File: config.mk
export PLATFORM = sky130hd
export DESIGN_NAME = deq_cell
export DESIGN_NICKNAME = d
export VERILOG_FILES = /design/src/deq_pkg.sv /design/src/deq_cell.sv
export SDC_FILE = /design/constraint.sdc
export NUM_CORES = 1
export LEC_CHECK = 0
export BUFFER_PORTS_ARGS = -buffer_cell sky130_fd_sc_hd__buf_2
export CAP_MARGIN = 10
export CORE_AREA = 2 2 92 94
export CTS_BUF_LIST = sky130_fd_sc_hd__clkbuf_4 sky130_fd_sc_hd__clkbuf_8
export DETAILED_ROUTE_END_ITERATION = 6
export DIE_AREA = 0 0 94 96
export PLACE_DENSITY_LB_ADDON = 0.05
export SKIP_CTS_REPAIR_TIMING = 1
export SLEW_MARGIN = 20
export SYNTH_ARGS = -nofsm -noshare
export SYNTH_HDL_FRONTEND = slang
export SYNTH_SLANG_ARGS = --single-unit
File: constraint.sdc
create_clock -name clk_i -period 5.9 [get_ports clk_i]
set_input_delay 1.475 -clock clk_i [delete_from_list [all_inputs] [get_ports clk_i]]
set_output_delay 1.475 -clock clk_i [all_outputs]
set_load 0.005 [all_outputs]
File: src/deq_pkg.sv
package deq_pkg;

  localparam int DEPTH_DEF = 1024;
  localparam int VALUE_W   = 32;
  localparam int POS_W     = 10;
  localparam int COUNT_W   = 11;

  typedef enum logic [2:0] {
    OP_INS_FRONT = 3'd0,
    OP_INS_BACK  = 3'd1,
    OP_REM_FRONT = 3'd2,
    OP_REM_BACK  = 3'd3,
    OP_READ      = 3'd4,
    OP_CLEAR     = 3'd5
  } op_e;

  typedef enum logic [1:0] {
    STAT_OK    = 2'd0,
    STAT_EMPTY = 2'd1,
    STAT_FULL  = 2'd2,
    STAT_RANGE = 2'd3
  } status_e;

  typedef enum logic {
    FSM_IDLE = 1'b0,
    FSM_READ = 1'b1
  } state_e;

  typedef struct packed {
    op_e                       op;
    logic signed [VALUE_W-1:0] value;
    logic [POS_W-1:0]          position;
  } req_t;

  typedef struct packed {
    status_e                   status;
    logic signed [VALUE_W-1:0] read_value;
    logic [COUNT_W-1:0]        count;
    logic                      empty_res;
  } rsp_t;

  // per-cycle command broadcast to every cell of the chain
  typedef struct packed {
    logic shift_r;    // take the left neighbor's word
    logic shift_l;    // take the right neighbor's word
    logic load_sel;   // selected cell loads the new word
    logic bus_load;   // selected cell drives its word onto the read bus
    logic bus_shift;  // read bus moves one cell toward the front
  } cell_ctl_t;

endpackage

File: src/deq_cell.sv
module deq_cell #(
  parameter int IW  = 10,
  parameter int IDX = 0
) (
  input  logic                               clk_i,
  input  deq_pkg::cell_ctl_t                 ctl_i,
  input  logic [IW-1:0]                      sel_i,
  input  logic signed [deq_pkg::VALUE_W-1:0] value_i,
  input  logic signed [deq_pkg::VALUE_W-1:0] left_data_i,
  input  logic signed [deq_pkg::VALUE_W-1:0] right_data_i,
  input  logic signed [deq_pkg::VALUE_W-1:0] right_bus_i,
  output logic signed [deq_pkg::VALUE_W-1:0] data_o,
  output logic signed [deq_pkg::VALUE_W-1:0] bus_o
);

  logic signed [deq_pkg::VALUE_W-1:0] data_q, data_d;
  logic signed [deq_pkg::VALUE_W-1:0] bus_q, bus_d;
  logic                               hit;

  assign hit = (sel_i == IW'(IDX));

  always_comb begin
    data_d = data_q;
    if (ctl_i.shift_r) begin
      data_d = left_data_i;
    end else if (ctl_i.shift_l) begin
      data_d = right_data_i;
    end else if (ctl_i.load_sel && hit) begin
      data_d = value_i;
    end
  end

  always_comb begin
    bus_d = bus_q;
    if (ctl_i.bus_load) begin
      bus_d = hit ? data_q : '0;
    end else if (ctl_i.bus_shift) begin
      bus_d = right_bus_i;
    end
  end

  always_ff @(posedge clk_i) begin
    data_q <= data_d;
    bus_q  <= bus_d;
  end

  assign data_o = data_q;
  assign bus_o  = bus_q;

endmodule

# [Word-level counts from Yosys, hierarchy flattened]
# Cells that the tools add are included.
# Widths: inputs -> output; s select.
[op_classes] muxes=6 reduce_logical=4
[ops] operator="$mux 32" n=6
[ops] operator="$logic_not 10->1" n=1
[ops] operator="$reduce_bool 3->1" n=1
[ops] operator="$reduce_bool 2->1" n=1
[ops] operator="$logic_and 1x1->1" n=1
[word_totals] ff_bits=64 input_bits=144 word_cells=12

# [Depth between registers and ports, before layout]
[logic_depth] word_depth=5 depth_mapped=4

# [Least setup slack after synthesis]
# Ideal clock, no wire load.
[synth_timing] path_type="input-to-reg" from="input port sel_i[5]" to="register data_q, in the netlist data_o[0] (enable)" setup_time_ns=0.373 arrival_time_ns=2.918 required_ns=5.527 path_slack_ns=2.609 path_stages=3 cell_sequence="or4_4 > nor4_4 > a211o_2"
[synth_via] elab_chain_cells=3
[synth_lines] item="start: declaration" line_no="deq_cell.sv:7" rtl="input logic [IW-1:0] sel_i,"
[synth_lines] item="$logic_not 10->1" line_no="deq_cell.sv:20" rtl="assign hit = (sel_i == IW'(IDX));"
[synth_lines] item="$logic_and 1x1->1" line_no="deq_cell.sv:28" rtl="end else if (ctl_i.load_sel && hit) begin"
[synth_lines] item="$reduce_bool 3->1 (no source line)"
[synth_lines] item="end signal: assignment" line_no="deq_cell.sv:43" rtl="data_q <= data_d;"
[synth_lines] item="end: declaration" line_no="deq_cell.sv:16" rtl="logic signed [deq_pkg::VALUE_W-1:0] data_q, data_d;"
# Every way passes these cells.
# A chain may end at the register's enable or synchronous reset.

# [Worst setup path after layout]
[layout_timing] from="input port sel_i[5]" to="register data_q, in the netlist data_o[10] (enable)"
# Same word-level chain as after synthesis.

==> flow_summary.json <==
{
  "status": "complete, no violations",
  "layout_commonest_cell": "buf_2",
  "wire_per_inst_um": 14.36,
  "drt-initial-drc-count": 73,
  "rsz0062_at_grt": "false",
  "syn_to_final_growth_pct": 39.26,
  "ys_top_cells_by_area": "edfxtp_1 61%, mux2i_1 10%, a31o_1 8.3%",
  "ir_drop_uv": 117.0,
  "startpoint_type": "input port",
  "grt_max_degree": 66,
  "antenna_found_initial": 0,
  "setup_viol": 0,
  "grt_use_met1_pct": 20.65,
  "hpwl_um": 5876,
  "io_pins": 208,
  "top_usage_layer": "met2",
  "die_w_um": 94,
  "clk_path_buf_depth": 2,
  "relSlewSlack_pct": 46.17,
  "final_nets": 595,
  "clock_latency_ns": 0.32,
  "final-hold-violation-count": 0,
  "critPathCapture": "data_o[10]$_DFFE_PP_",
  "ff2ff_setup_slack_ns": 5.02,
  "h-tree-depth": 3,
  "setup_ws_ns": 2.462,
  "ant_nets": 0,
  "fillers": 768,
  "num_rows": 33,
  "cp.buffers_inverters": 2,
  "slew_violations": 0,
  "ys_warn_count": 0,
  "use_met2_pct": 31.61,
  "drive_gt1_share_pct": 50.22,
  "pwr_density_cell_nw_per_um2": 238.3,
  "period_share_pct": 58.27,
  "dpl_worst_slack_ns": 2.067,
  "dp.cells": 545,
  "fmax_mhz": 290.9,
  "cp_cell_sequence": "buf_2, or4_4, nor4_4, buf_4, a211o_2",
  "r2r_start": "data_o[2]$_DFFE_PP_",
  "synth_cell_types": 16,
  "clock_skew_ns": 0.005403,
  "dieArea_um2": 9024,
  "die_y_um": 96,
  "first_pass_iters": 4,
  "via_per_inst": 4.785,
  "slowest_delay_ns": 0.66,
  "critPathSlowestCell": "a211o_2",
  "drc": 0,
  "start_util_pct": 39.30,
  "use_met3_pct": 4.777,
  "gp_congestion": 0.7288,
  "min-delay-start": "data_o[17]$_DFFE_PP_",
  "crit_type": "in2reg",
  "crit_family": "simple AND/OR/NAND/NOR gates",
  "max_slew.worst_pin.slew_ns": 0.8075,
  "p_leak_nw": 2.067,
  "grt_usage_pct": 17.93,
  "critical_path_arrival_ns": 3.40,
  "seq_area_um2": 1922,
  "critPathMaxFanout": 33,
  "yosysTopAreaCellShare_pct": 60.74,
  "final_cells": 559,
  "avgSynthCellArea_um2": 12.66,
  "multi_input_area_um2": 1137,
  "overflow": 0,
  "num_vias": 2675,
  "grt_pass1_wl_um": 12150,
  "layout_common_cells": "207 x buf_2, 64 x edfxtp_1",
  "layout_min_cycle_time_ns": 3.438,
  "grt_pass1_vias": 2558,
  "endpoint_kind": "flop",
  "syn_nets": 394,
  "maxCapViolCount": 0,
  "r2r_end": "bus_o[2]$_DFFE_PP_",
  "numPortBuffers": 207,
  "tns_ns": 0,
  "synth-seq-area-share_pct": 60.74,
  "total_power_mw": 1.050,
  "syn-cell-area_um2": 3164,
  "yosys.area.top_type": "edfxtp_1",
  "ys_seq_elements": 64,
  "crit_cells": 5,
  "routed_wl_um": 8029,
  "cts-root-buf": "clkbuf_8",
  "hold_path_class": "reg2reg",
  "cp.required_ns": 5.86,
  "tritoncts": "yes",
  "postSynthCellCount": 250,
  "cts_buffers": 9,
  "core_area_um2": 8051,
  "n_antenna_cell": 0,
  "clock-sinks": 64,
  "cp-startpoint": "sel_i[5]",
  "clkSlewWorstSetupHoldPaths_ns": 0.07,
  "rr_worst_depth": 1
}
-- per-stage QoR --
stage	area (µm²)	hold slack, ns	utilization [%]
after floorplan	3164	0.5699	-
after global placement	4257	0.5552	52.87
after detailed placement	4257	0.5610	52.87
after CTS	4407	0.5783	54.73
after global routing	4407	0.6007	54.73
final	4407	0.5735	54.73
-- synth_stat cells --
cell and number:
a31o_2 2, o21ai_0 32, nor2b_1 32, clkbuf_1 14, buf_1 1, buf_2 3, buf_6 3, a31o_1 30
a211o_2 1, nand2_1 32, nor4_4 1, or2_2 1, edfxtp_1 64, or4_1 1, mux2i_1 32, or4_4 1
-- routing by layer --
layer	part of all wire [%]	vias to the layer above
li1	-	1334
met2	50	125
met1	39	1203
met3	8.7	13
met4	2.1	0
met5	0	-
-- state kept, by name (all words and copies together) (netlist names) --
| register | flops |
|---|---|
| bus_o | 32 |
| data_o | 32 |
-- worst min-delay path by stage --
stage	end	slack, ns	cells after the start
finish	bus_o[17]$_DFFE_PP_	0.57	1
global route	bus_o[19]$_DFFE_PP_	0.60	1
CTS	bus_o[17]$_DFFE_PP_	0.58	1
detailed placement	bus_o[5]$_DFFE_PP_	0.56	1
global placement	bus_o[6]$_DFFE_PP_	0.56	1
floorplan	bus_o[30]$_DFFE_PP_	0.57	1
-- cells by family (layout without fill, tap and decap cells) --
group,Yosys count,in the layout,share of synthesized area [%]
and+or+nand+nor,68,68,11.59
AOI/OAI and AO/OA,65,65,14.23
DFF,64,64,60.74
muxes,32,32,10.12
buffers and inverters,21,225,3.321
-- cell type report --
cell class	count	share of cell area, %
multi-input combinational	165	25.81
timing repair buffer	211	24.19
tap	105	2.981
clock buffer	11	3.152
sequential	64	43.61
clock inverter	3	0.2555
-- power by group --
group | internal [mW] | switching (mW)
logic | 0.0928 | 0.0797
registers | 0.556 | 0.0186
clock network | 0.153 | 0.150
(Power assumes the default switching activity.)
